===== config.mk =====
export PLATFORM = sky130hd
export DESIGN_NAME = wheel_speed_frame_receiver_flat
export DESIGN_NICKNAME = d
export VERILOG_FILES = /design/src/design/wsfr_pkg.sv /design/src/design/wsfr_if.sv /design/src/design/wsfr_clamp.sv /design/src/design/wheel_speed_frame_receiver.sv /design/src/flat_wrapper.sv
export SDC_FILE = /design/constraint.sdc
export NUM_CORES = 1
export LEC_CHECK = 0
export ABC_AREA = 1
export CORE_AREA = 2 2 192 194
export DETAILED_ROUTE_END_ITERATION = 10
export DIE_AREA = 0 0 194 196
export DONT_BUFFER_PORTS = 1
export HOLD_SLACK_MARGIN = 0.12
export SETUP_SLACK_MARGIN = 0.02
export SYNTH_ARGS = -nofsm -noshare
export SYNTH_HDL_FRONTEND = slang
export SYNTH_HIERARCHICAL = 1
export SYNTH_SLANG_ARGS = --single-unit

===== constraint.sdc =====
create_clock -name clk_i -period 6.1 [get_ports clk_i]
set_input_delay 1.22 -clock clk_i [delete_from_list [all_inputs] [get_ports clk_i]]
set_output_delay 1.22 -clock clk_i [all_outputs]
set_load 0.005 [all_outputs]

===== src/design/wsfr_pkg.sv =====
// ----------------------------------------------------------------------------
// wsfr_pkg
// Shared types and constants of the wheel speed frame receiver.
// ----------------------------------------------------------------------------
`default_nettype none

package wsfr_pkg;

  localparam int unsigned SpeedW    = 16;
  localparam int unsigned DutyW     = 15;
  localparam int unsigned TicksW    = 16;
  localparam int unsigned CfgIdxW   = 2;
  localparam int unsigned CfgDataW  = 16;
  localparam int unsigned FrameBufN = 6;
  localparam int unsigned CountW    = 3;

  localparam logic [7:0]        FrameHeader = 8'hAA;
  localparam logic [7:0]        FrameTail   = 8'h55;
  localparam logic [CountW-1:0] FrameLast   = 3'd6;

  localparam logic [TicksW-1:0] TimeoutReset = 16'd500;
  localparam logic [DutyW-1:0]  LimitReset   = 15'd1000;
  localparam logic [3:0]        DirForward   = 4'b0011;
  localparam logic [3:0]        DirReverse   = 4'b0000;

  localparam logic [CfgIdxW-1:0] CfgTimeoutMs  = 2'd0;
  localparam logic [CfgIdxW-1:0] CfgSpeedLimit = 2'd1;

  localparam logic FuncByte = 1'b0;
  localparam logic FuncTick = 1'b1;

  typedef enum logic [1:0] {
    StatusSet      = 2'd0,
    StatusChecksum = 2'd1,
    StatusFraming  = 2'd2,
    StatusTimeout  = 2'd3
  } status_e;

  typedef struct packed {
    status_e                  status;
    logic [DutyW-1:0]         left_duty;
    logic [DutyW-1:0]         right_duty;
    logic [3:0]               dir_pins;
    logic signed [SpeedW-1:0] left_vel;
    logic signed [SpeedW-1:0] right_vel;
  } result_t;

endpackage

`default_nettype wire


===== src/design/wsfr_if.sv =====
// ----------------------------------------------------------------------------
// wsfr channel interfaces
// Valid/ready channels for input items, result items and register writes.
// ----------------------------------------------------------------------------
`default_nettype none

interface wsfr_in_if;
  logic       valid;
  logic       ready;
  logic       func;
  logic [7:0] rx_byte;

  modport source (output valid, output func, output rx_byte, input ready);
  modport sink   (input valid, input func, input rx_byte, output ready);
endinterface

interface wsfr_out_if;
  logic                                  valid;
  logic                                  ready;
  logic [1:0]                            status;
  logic [wsfr_pkg::DutyW-1:0]            left_duty;
  logic [wsfr_pkg::DutyW-1:0]            right_duty;
  logic [3:0]                            dir_pins;
  logic signed [wsfr_pkg::SpeedW-1:0]    left_vel;
  logic signed [wsfr_pkg::SpeedW-1:0]    right_vel;

  modport source (output valid, output status, output left_duty, output right_duty,
                  output dir_pins, output left_vel, output right_vel, input ready);
  modport sink   (input valid, input status, input left_duty, input right_duty,
                  input dir_pins, input left_vel, input right_vel, output ready);
endinterface

interface wsfr_cfg_if;
  logic                            valid;
  logic                            ready;
  logic [wsfr_pkg::CfgIdxW-1:0]    index;
  logic [wsfr_pkg::CfgDataW-1:0]   data;

  modport source (output valid, output index, output data, input ready);
  modport sink   (input valid, input index, input data, output ready);
endinterface

`default_nettype wire


===== src/design/wsfr_clamp.sv =====
// ----------------------------------------------------------------------------
// wsfr_clamp
// Clamps a signed 16-bit wheel speed to plus or minus an unsigned limit.
// ----------------------------------------------------------------------------
`default_nettype none

module wsfr_clamp (
  input  wire logic signed [wsfr_pkg::SpeedW-1:0] raw_i,
  input  wire logic        [wsfr_pkg::DutyW-1:0]  limit_i,
  output logic signed      [wsfr_pkg::SpeedW-1:0] speed_o
);

  logic signed [wsfr_pkg::SpeedW:0] raw_ext;
  logic signed [wsfr_pkg::SpeedW:0] lim_pos;
  logic signed [wsfr_pkg::SpeedW:0] lim_neg;
  logic signed [wsfr_pkg::SpeedW:0] clamped;

  assign raw_ext = {raw_i[wsfr_pkg::SpeedW-1], raw_i};
  assign lim_pos = $signed({2'b00, limit_i});
  assign lim_neg = -lim_pos;

  // Even -32768 ends up within 15 bits of magnitude, since the limit does.
  always_comb begin
    if (raw_ext > lim_pos) begin
      clamped = lim_pos;
    end else if (raw_ext < lim_neg) begin
      clamped = lim_neg;
    end else begin
      clamped = raw_ext;
    end
  end

  assign speed_o = clamped[wsfr_pkg::SpeedW-1:0];

endmodule

`default_nettype wire


===== src/design/wheel_speed_frame_receiver.sv =====
// ----------------------------------------------------------------------------
// wheel_speed_frame_receiver
// Serial command frame decoder with speed clamp and command timeout.
// ----------------------------------------------------------------------------
// Each input item is either a received byte or a millisecond tick, and the
// block takes one item in every clock cycle unless input stalls. Bytes are
// grouped strictly in sevens from reset; the seventh byte of a frame and a
// tick that stops the motors each give one result item, which goes to the
// output register, or to the one skid entry while that register holds a
// result not yet taken. Input stalls only while both hold results not yet
// taken. Register writes are accepted in any cycle and should be made while idle.
`default_nettype none

module wheel_speed_frame_receiver (
  input  wire logic   clk_i,
  input  wire logic   rst_ni,
  wsfr_in_if.sink     in_i,
  wsfr_out_if.source  out_o,
  wsfr_cfg_if.sink    cfg_i
);

  localparam int unsigned SpeedW = wsfr_pkg::SpeedW;
  localparam int unsigned DutyW  = wsfr_pkg::DutyW;
  localparam int unsigned TicksW = wsfr_pkg::TicksW;
  localparam int unsigned CountW = wsfr_pkg::CountW;

  // Configuration.
  logic [TicksW-1:0] timeout_q;
  logic [DutyW-1:0]  limit_q;
  logic              cfg_acc;

  // Frame and motor state.
  logic [CountW-1:0]       byte_cnt_q, byte_cnt_d;
  logic [7:0]              frame_q [wsfr_pkg::FrameBufN];
  logic [TicksW-1:0]       ticks_q, ticks_d;
  logic signed [SpeedW-1:0] left_q, left_d;
  logic signed [SpeedW-1:0] right_q, right_d;

  // Result path.
  wsfr_pkg::result_t out_q, skid_q, res_new;
  logic              out_v_q, skid_v_q;
  logic              in_acc, pop, push;

  logic [TicksW-1:0]        ticks_inc;
  logic                     timeout_hit;
  logic                     frame_end;
  logic [7:0]               sum;
  logic signed [SpeedW-1:0] left_clamp, right_clamp;
  wsfr_pkg::status_e        status;
  logic [SpeedW-1:0]        left_abs, right_abs;

  assign cfg_i.ready = 1'b1;
  assign cfg_acc     = cfg_i.valid && cfg_i.ready;

  always_ff @(posedge clk_i or negedge rst_ni) begin
    if (!rst_ni) begin
      timeout_q <= wsfr_pkg::TimeoutReset;
      limit_q   <= wsfr_pkg::LimitReset;
    end else if (cfg_acc) begin
      unique case (cfg_i.index)
        wsfr_pkg::CfgTimeoutMs:  timeout_q <= cfg_i.data;
        wsfr_pkg::CfgSpeedLimit: limit_q   <= cfg_i.data[DutyW-1:0];
        default: ;
      endcase
    end
  end

  assign in_i.ready = !skid_v_q;
  assign in_acc     = in_i.valid && in_i.ready;
  assign pop        = out_v_q && out_o.ready;

  assign ticks_inc   = (ticks_q == '1) ? ticks_q : ticks_q + 1'b1;
  assign timeout_hit = (ticks_inc > timeout_q) && ((left_q != '0) || (right_q != '0));
  assign frame_end   = (byte_cnt_q == wsfr_pkg::FrameLast);
  assign sum         = frame_q[1] + frame_q[2] + frame_q[3] + frame_q[4];

  wsfr_clamp u_clamp_left (
    .raw_i   ($signed({frame_q[2], frame_q[1]})),
    .limit_i (limit_q),
    .speed_o (left_clamp)
  );

  wsfr_clamp u_clamp_right (
    .raw_i   ($signed({frame_q[4], frame_q[3]})),
    .limit_i (limit_q),
    .speed_o (right_clamp)
  );

  always_comb begin
    byte_cnt_d = byte_cnt_q;
    ticks_d    = ticks_q;
    left_d     = left_q;
    right_d    = right_q;
    status     = wsfr_pkg::StatusSet;
    push       = 1'b0;
    if (in_acc) begin
      if (in_i.func == wsfr_pkg::FuncTick) begin
        ticks_d = ticks_inc;
        if (timeout_hit) begin
          left_d  = '0;
          right_d = '0;
          status  = wsfr_pkg::StatusTimeout;
          push    = 1'b1;
        end
      end else if (!frame_end) begin
        byte_cnt_d = byte_cnt_q + 1'b1;
      end else begin
        byte_cnt_d = '0;
        push       = 1'b1;
        if (frame_q[0] != wsfr_pkg::FrameHeader || in_i.rx_byte != wsfr_pkg::FrameTail) begin
          status = wsfr_pkg::StatusFraming;
        end else if (sum != frame_q[5]) begin
          status = wsfr_pkg::StatusChecksum;
        end else begin
          left_d  = left_clamp;
          right_d = right_clamp;
          ticks_d = '0;
        end
      end
    end
  end

  // The result always reports the speeds in force after this item.
  assign left_abs  = left_d[SpeedW-1]  ? (SpeedW'(0) - left_d)  : left_d;
  assign right_abs = right_d[SpeedW-1] ? (SpeedW'(0) - right_d) : right_d;

  always_comb begin
    res_new.status     = status;
    res_new.left_duty  = left_abs[DutyW-1:0];
    res_new.right_duty = right_abs[DutyW-1:0];
    res_new.dir_pins   = left_d[SpeedW-1] ? wsfr_pkg::DirReverse : wsfr_pkg::DirForward;
    res_new.left_vel   = left_d;
    res_new.right_vel  = right_d;
  end

  always_ff @(posedge clk_i or negedge rst_ni) begin
    if (!rst_ni) begin
      byte_cnt_q <= '0;
      ticks_q    <= '0;
      left_q     <= '0;
      right_q    <= '0;
    end else begin
      byte_cnt_q <= byte_cnt_d;
      ticks_q    <= ticks_d;
      left_q     <= left_d;
      right_q    <= right_d;
    end
  end

  // Frame bytes are always written before the seventh byte reads them.
  always_ff @(posedge clk_i) begin
    if (in_acc && in_i.func == wsfr_pkg::FuncByte && !frame_end) begin
      frame_q[byte_cnt_q] <= in_i.rx_byte;
    end
  end

  always_ff @(posedge clk_i or negedge rst_ni) begin
    if (!rst_ni) begin
      out_v_q  <= 1'b0;
      skid_v_q <= 1'b0;
    end else if (!out_v_q) begin
      out_v_q <= push;
    end else if (pop) begin
      if (skid_v_q) begin
        skid_v_q <= 1'b0;
      end else begin
        out_v_q <= push;
      end
    end else if (push) begin
      skid_v_q <= 1'b1;
    end
  end

  always_ff @(posedge clk_i) begin
    if (!out_v_q || pop) begin
      out_q <= skid_v_q ? skid_q : res_new;
    end
    if (out_v_q && !pop && push) begin
      skid_q <= res_new;
    end
  end

  assign out_o.valid      = out_v_q;
  assign out_o.status     = out_q.status;
  assign out_o.left_duty  = out_q.left_duty;
  assign out_o.right_duty = out_q.right_duty;
  assign out_o.dir_pins   = out_q.dir_pins;
  assign out_o.left_vel   = out_q.left_vel;
  assign out_o.right_vel  = out_q.right_vel;

`ifndef ASSERT_OFF
  a_skid_needs_out: assert property (@(posedge clk_i) disable iff (!rst_ni)
    skid_v_q |-> out_v_q)
    else $error("skid entry holds a result while the output register is empty");

  a_count_range: assert property (@(posedge clk_i) disable iff (!rst_ni)
    byte_cnt_q <= wsfr_pkg::FrameLast)
    else $error("byte count ran past the end of a frame");

  a_timeout_zeroes: assert property (@(posedge clk_i) disable iff (!rst_ni)
    (in_acc && in_i.func == wsfr_pkg::FuncTick && timeout_hit)
      |=> (left_q == '0 && right_q == '0))
    else $error("timeout stop left a speed nonzero");

  a_good_frame_restarts: assert property (@(posedge clk_i) disable iff (!rst_ni)
    (push && status == wsfr_pkg::StatusSet) |=> (ticks_q == '0))
    else $error("good frame did not restart the tick count");

  a_push_lands: assert property (@(posedge clk_i) disable iff (!rst_ni)
    push |=> out_v_q)
    else $error("result item was dropped");
`endif

endmodule

`default_nettype wire

===== src/flat_wrapper.sv =====
// flat-port wrapper written by rule: the top's interface ports become plain ports
module wheel_speed_frame_receiver_flat 
  (clk_i, rst_ni, in_i_valid, in_i_func, in_i_rx_byte, in_i_ready, out_o_valid, out_o_status, out_o_left_duty, out_o_right_duty, out_o_dir_pins, out_o_left_vel, out_o_right_vel, out_o_ready, cfg_i_valid, cfg_i_index, cfg_i_data, cfg_i_ready);
  wsfr_in_if in_i_i ();
  wsfr_out_if out_o_i ();
  wsfr_cfg_if cfg_i_i ();
  input  wire logic clk_i;
  input  wire logic rst_ni;
  input wire logic [$bits(in_i_i.valid)-1:0] in_i_valid;
  input wire logic [$bits(in_i_i.func)-1:0] in_i_func;
  input wire logic [$bits(in_i_i.rx_byte)-1:0] in_i_rx_byte;
  output wire logic [$bits(in_i_i.ready)-1:0] in_i_ready;
  output wire logic [$bits(out_o_i.valid)-1:0] out_o_valid;
  output wire logic [$bits(out_o_i.status)-1:0] out_o_status;
  output wire logic [$bits(out_o_i.left_duty)-1:0] out_o_left_duty;
  output wire logic [$bits(out_o_i.right_duty)-1:0] out_o_right_duty;
  output wire logic [$bits(out_o_i.dir_pins)-1:0] out_o_dir_pins;
  output wire logic [$bits(out_o_i.left_vel)-1:0] out_o_left_vel;
  output wire logic [$bits(out_o_i.right_vel)-1:0] out_o_right_vel;
  input wire logic [$bits(out_o_i.ready)-1:0] out_o_ready;
  input wire logic [$bits(cfg_i_i.valid)-1:0] cfg_i_valid;
  input wire logic [$bits(cfg_i_i.index)-1:0] cfg_i_index;
  input wire logic [$bits(cfg_i_i.data)-1:0] cfg_i_data;
  output wire logic [$bits(cfg_i_i.ready)-1:0] cfg_i_ready;
  assign in_i_i.valid = in_i_valid;
  assign in_i_i.func = in_i_func;
  assign in_i_i.rx_byte = in_i_rx_byte;
  assign in_i_ready = in_i_i.ready;
  assign out_o_valid = out_o_i.valid;
  assign out_o_status = out_o_i.status;
  assign out_o_left_duty = out_o_i.left_duty;
  assign out_o_right_duty = out_o_i.right_duty;
  assign out_o_dir_pins = out_o_i.dir_pins;
  assign out_o_left_vel = out_o_i.left_vel;
  assign out_o_right_vel = out_o_i.right_vel;
  assign out_o_i.ready = out_o_ready;
  assign cfg_i_i.valid = cfg_i_valid;
  assign cfg_i_i.index = cfg_i_index;
  assign cfg_i_i.data = cfg_i_data;
  assign cfg_i_ready = cfg_i_i.ready;
  wheel_speed_frame_receiver u_core (.clk_i(clk_i), .rst_ni(rst_ni), .in_i(in_i_i), .out_o(out_o_i), .cfg_i(cfg_i_i));
endmodule

After elaboration in Yosys (flattened, before gate mapping)
Memories as Yosys holds them, arrays and structs flattened.
Index checks and enable logic that the tools add are counted.
{ "totals": {"memories": 1, "out_inout_bits": 71, "ram_bits": 48, "input_bits": 32, "word_cells": 110, "reg_bits": 220} }
{ "op_classes": {"eq_ne": 8, "n_mux": 43, "order_cmp": 5, "n_bitwise": 1, "addsub": 8, "reduce_logical": 24} }
{ "memory_table": {"columns": ["name", "depth", "word_bits", "read_ports", "rd_clocked_by_memory_dff", "write_ports", "line_no", "text"], "rows": [
  ["u_core.frame_q", 6, 8, 6, 0, 1, "wheel_speed_frame_receiver.sv:34", "logic [7:0] frame_q [wsfr_pkg::FrameBufN];"]
]} }
{ "ops": {"columns": ["operator", "n"], "rows": [
  ["16-bit two-way mux", 21],
  ["68-bit two-way mux", 1],
  ["16-bit greater-than comparator", 3],
  ["16-bit by 17-bit less-than comparator with 1-bit output", 2],
  ["16-bit nonzero test", 2],
  ["15-bit two-way mux", 2],
  ["1-bit by 15-bit subtractor with 15-bit output (first input constant)", 2],
  ["8-bit adder", 3],
  ["15-bit negator with 17-bit output", 1],
  ["16-bit by 1-bit adder with 16-bit output (second input constant)", 1],
  ["16-bit == test (second input constant)", 1],
  ["1-bit two-way mux", 12],
  ["2-bit two-way mux", 6],
  ["8-bit by 7-bit inequality test with 1-bit output (second input constant)", 1],
  ["8-bit inequality test", 1],
  ["8-bit inequality test (second input constant)", 1],
  ["2-bit AND reduction", 4],
  ["1-bit logical AND", 7],
  ["1-bit zero test", 4],
  ["2-bit inequality test (second input constant)", 2],
  ["4-bit AND reduction", 1],
  ["2-bit nonzero test", 2],
  ["3-bit by 1-bit adder with 3-bit output (second input constant)", 1],
  ["3-bit == test (second input constant)", 1],
  ["other kinds (5)", 7]
]} }

Depth between registers and ports, before layout
An unclocked memory read counts as a cell.
{ "depth": {"depth_word": 13, "mapped_depth": 40, "ltp_nobuf": 39} }

Hierarchy
The synthesis kept the hierarchy.
{ "by_module_without_submodules": {"columns": ["mod", "area_per_inst_um2", "cells_per_inst", "instances", "seq_area_each_um2"], "rows": [
  ["wheel_speed_frame_receiver", 12715.9, 1346, 1, 7342.0],
  ["wsfr_clamp at u_core.u_clamp_right", 1650.3, 294, 1, 0.0],
  ["wsfr_clamp at u_core.u_clamp_left", 1587.8, 289, 1, 0.0]
]} }

Least setup slack after synthesis
OpenSTA, ideal clock, no wires.
{ "synth_timing": {"path_kind": "register -> register", "start": "reg u_core.ticks_q[0]", "end": "reg u_core/skid_q[10] in the netlist's numbering, enable pin", "n_path_buf": 0, "period_less_slack_ns": 6.229, "path_slack_ns": -0.129, "stages_incl_launch_ff": 31, "required_time_ns": 5.616, "t_arrival_ns": 5.745, "setup_time_ns": 0.484, "path_cell_list": "dfrtp_1 > ha_1 > inv_1 > nor3_1 > nand3_1 > nor2_1 > inv_1 > nor2_1 > inv_1 > nor2_1 > nand3_1 > inv_1 > nor3_1 > nand2_1 > xor2_1 > inv_1 > ha_1 > nand2_1 > nor2_1 > nand2_1 > nand2_1 > nand2_1 > nand2_1 > nand2_2 > nand2_2 > inv_2 > nor2_1 > inv_1 > a21oi_1 > inv_1 > nor2_1"} }
{ "synth_between": {"elab_chain_len": 8, "elab_cells_between_ends": 9, "classes_between": "add/sub (1); order compare (1); eq/ne (1); mux (4); reduce/logical (2)"} }
{ "synth_lines": {"columns": ["element", "line_no", "text"], "rows": [
  ["start: declaration", "wheel_speed_frame_receiver.sv:35", "logic [TicksW-1:0] ticks_q, ticks_d;"],
  ["start signal: assignment", "wheel_speed_frame_receiver.sv:144", "ticks_q <= ticks_d;"],
  ["16-bit by 1-bit adder with 16-bit output / 16-bit == test (equally long branches)", "wheel_speed_frame_receiver.sv:72", "assign ticks_inc = (ticks_q == '1) ? ticks_q : ticks_q + 1'b1;"],
  ["16-bit two-way mux *", "wheel_speed_frame_receiver.sv:72", null],
  ["16-bit greater-than comparator *", "wheel_speed_frame_receiver.sv:73", "assign timeout_hit = (ticks_inc > timeout_q) && ((left_q != '0) || (right_q != '0));"],
  ["1-bit logical AND *", "wheel_speed_frame_receiver.sv:73", null],
  ["1-bit two-way mux *", "wheel_speed_frame_receiver.sv:99", "if (timeout_hit) begin"],
  ["1-bit two-way mux *", "wheel_speed_frame_receiver.sv:97", "if (in_i.func == wsfr_pkg::FuncTick) begin"],
  ["1-bit two-way mux *", "wheel_speed_frame_receiver.sv:96", "if (in_acc) begin"],
  ["1-bit logical AND *", "wheel_speed_frame_receiver.sv:178", "if (out_v_q && !pop && push) begin"],
  ["end signal: assignment", "wheel_speed_frame_receiver.sv:179", "skid_q <= res_new;"],
  ["end: declaration", "wheel_speed_frame_receiver.sv:40", "wsfr_pkg::result_t out_q, skid_q, res_new;"]
]} }
Every way passes the cells marked *; elsewhere a longest branch is shown, timed or not.
A chain may end at the register's enable or synchronous reset.

==> impl_results.md <==
- Minimum clock period: around 5.4 ns
- Critical Path Slowest Stage Cell: fa_1
- Clk sinks: around 260
- Post-DR vias/cell: 5.240
- Multi-input combinational cell area: around 7100 sq um
- CTS root buf: clkbuf_16
- Worst-Skew Late Latency: roughly 0.57 ns
- Register Area: 7343 sq um
- Synth area leader: edfxtp_1
- Setup Skew: about 0.031 ns
- Pre-Repair DR Iteration Count: 6
- CP max stage delay: 0.57 ns
- Post-Syn Instances: between 1500 and 2000
- # Post-CTS Setup Buffers: 0
- Fin. Hold Viols: 0
- Fraction of layout cells with a size suffix above 1: about 7.3%
- # resized after CTS: 0
- Hpwl dp: 32.36 mm
- Final setup fails: 0
- Core box area: 36080 sq um
- DR iter-0 viols: around 1200
- Lkg Pwr: 8.334 nW
- Worst VDD drop: 0.0002839 V
- Vias in the first global route: ~12000
- Worst-path cell chain: fa_1 > inv_1 > fa_1 > inv_1 > ha_1 > fa_1 > nand2_1 > nand2_1 > nand2_1 > nand2_1 > nor2_2 > nand2_1 > nor2_1 > nand2_1 > nor2_4 > nand3_1 > nor3_1 > o21ai_2 > inv_1 > o21ai_0 > xor2_1 > o21ai_1
- Synth top area share: approximately 33%
- Largest net degree at the start of global routing: 100
- H-tree depth: 1
- Die height: between 150 and 200 um
- Reg-to-reg slack, setup: 0.67 ns
- Register area share after synthesis: a little under half
- Port bufs: 0
- Hold Slack: roughly 0.35 ns
- Top post-synthesis cells by area: edfxtp_1, nand2_1, dfrtp_1
- Layout fillers: between 3000 and 4000
- Initial antenna violation count: 0
- Yosys reg bits: roughly 260
- Residual DRC count: 0
- Routed vias: roughly 13000
- Buf/Inv on CP: 3
- Die ar.: ~38000 sq um
- Placed cell areas: ~16000 sq um
- Critical path required time: between 6 and 7 ns
- RD Place Congestion: 0.9909
- ANT nets after route: 0
- Fmax: ~180 MHz
- Most used cell, CP: nand2_1
- Synthesized cell area: between 15000 and 20000 sq um
- Slew @ Worst Pin: 1.096 ns
- Crit end category: flop
- TritonCTS Buffers: 29
- Crit Path Category: flop to flop
- Detailed Route WL: 43.48 mm
- Worst R2R Start: u_core/frame_q[4][1]
- Row count: 70
- First-pass GRT wire length: between 60 and 70 mm
- Max cap viols: 0
- Clk buf depth: 3
- TritonCTS clock tree: yes
- Nets: 2052
- R2r endpoint: u_core/out_o.left_duty[4]
- Slew HR: a little over a quarter
- Netlist cell types: 48
- Dpl cells: ~2400
- Power per Cell Area: 245.3 nW/um^2
- Starting Density: 44.21%
- Cells on worst reg2reg path: 22
- Routed WL per cell: roughly 18 um
- Outcome: complete, no violations
- Max Slew Vio Count: 0
- Synth warn: 6
- # IOs: 103
- Final Cell Area: approximately 17000 sq um
- Syn_area_per_cell: between 8 and 9 sq um
- Die width: slightly below 200 um
- Final core utilization: between 40% and 50%
- WP data arrival: 5.70 ns
- Crit path max fanout: 18
- Final worst-path cycle share: approximately nine tenths
- Grt total ovfl: 0
- Hold_buf cts: 0
- Total Routing Usage GR: between 20% and 30%
- Critical Path Start Type: flop
- Ant. Diodes: 0
- Finished Layout Cells: 2406
- Hold crit path type: primary input to asynchronous set/reset pin
- Clock Pin Slew Worst Setup and Hold Paths: approximately 0.060 ns
- Area Overhead vs Synth: 8.235%
- CP top delay family: adder cells
- RSZ-0062 raised after global routing: no
cell families (layout without fill, tap and decap cells):
family                     Yosys count  after routing  share of synthesized area (%)
xor gates and xnor gates            41             41                          2.298
other                                2              3                        0.04707
AOI/OAI and AO/OA                  192            192                          6.556
DFF                                258            258                          46.02
adders and majority gates          104            104                          8.815
and+or+nand+nor                    964            964                          26.86
buffers and inverters              368            376                          9.403
layer usage:
| layer | wire, um | GRT usage [%] | vias up |
|---|---|---|---|
| li1 | - | - | 6228 |
| met3 | 2855 | 3.301 | 47 |
| met5 | 0 | 0 | - |
| met1 | 19860 | 31.95 | 5916 |
| met2 | 20080 | 36.94 | 416 |
| met4 | 679 | 5.415 | 0 |
how the worst max path moves through the flow:
stage	start	end	slack [ns]	depth (start not counted)
final	u_core/frame_q[4][1]	u_core/out_o.left_duty[4]	0.67	22
after global routing	u_core/frame_q[4][1]	u_core/out_o.left_duty[4]	0.34	22
after CTS	u_core/frame_q[4][1]	u_core/out_o.left_duty[4]	0.61	22
after detailed placement	u_core/frame_q[4][1]	u_core/out_o.left_duty[4]	0.62	22
after global placement	u_core/frame_q[4][1]	u_core/out_o.left_duty[4]	0.63	22
after floorplan	u_core/ticks_q[0]	u_core/skid_q[10]	-0.02	29
Yosys cell counts, drive strengths merged:
| library cell | instances |
|---|---|
| nor2 | 135 |
| o21bai | 1 |
| xnor2 | 2 |
| dfstp | 12 |
| o21ai | 110 |
| o22ai | 8 |
| a31oi | 5 |
| clkinv | 5 |
| conb | 2 |
| ha | 90 |
| fa | 14 |
| nand4 | 33 |
| nand2 | 554 |
| a21o | 9 |
| buf | 30 |
| dfrtp | 72 |
| o211ai | 1 |
| inv | 311 |
| clkbuf | 22 |
| or2 | 2 |
| nand3 | 204 |
| xor2 | 39 |
| nand3b | 3 |
| and2 | 8 |
| nor3 | 22 |
| a21oi | 55 |
| a22oi | 3 |
| edfxtp | 174 |
| nor4 | 3 |
placed cells by master, fill, tap and decap left out, types with 4 or more instances in the layout:
cell type / count
nor2_1: 116
clkbuf_16: 29
buf_4: 6
o21ai_0: 97
o21ai_1: 11
ha_1: 89
a21o_1: 9
dfstp_2: 12
nor2_2: 13
dfrtp_1: 71
inv_2: 5
nand2_1: 527
nand2_2: 20
and2_1: 6
xor2_1: 38
fa_1: 14
o22ai_1: 8
nor3_1: 20
nand4_1: 30
inv_1: 304
clkinv_2: 4
clkinv_1: 8
a21oi_2: 5
edfxtp_1: 174
nor2_4: 6
clkbuf_1: 8
a21oi_1: 49
nand2_4: 7
nand3_2: 9
a31oi_1: 5
nand3_1: 195
area by class of cell:
cell class | count | area share (%)
Timing Repair Buffer | 7 | 0.3768
Clock buffer | 38 | 4.456
Multi-Input combinational cell | 1304 | 41.40
Tap cell | 468 | 3.391
Inverter | 316 | 6.920
Sequential cell | 258 | 42.53
Clock inverter | 15 | 0.9275
stage by stage:
stage               setup WS (ns)  power (mW)  TNS, ns
finish                     0.6659       4.236        0
global route               0.3391       4.423        0
CTS                        0.6092       4.261        0
detailed placement         0.6231       2.530        0
global placement           0.6305       2.520        0
floorplan                -0.02208       2.372   -1.391
where the power goes:
part | leakage (nW) | switching (mW) | internal [mW]
logic | 5.27 | 0.359 | 0.183
registers | 2.62 | 0.0695 | 1.90
clock network | 0.444 | 0.711 | 1.01
sequential cells by signal (all words and copies together) (netlist names):
register                 count
u_core/out_o.right_vel      15
u_core/ticks_q              16
u_core/out_o.dir_pins        1
u_core/right_q              16
u_core/skid_v_q              1
u_core/timeout_q            16
u_core/out_o.left_duty      15
u_core/left_q               16
u_core/skid_q               63
u_core/limit_q              15
u_core/out_o.left_vel       15
u_core/out_o.status          2
u_core/out_o.right_duty     15
u_core/byte_cnt_q            3
u_core/out_o.valid           1
u_core/frame_q              48
Power figures use the tool's default switching activity.
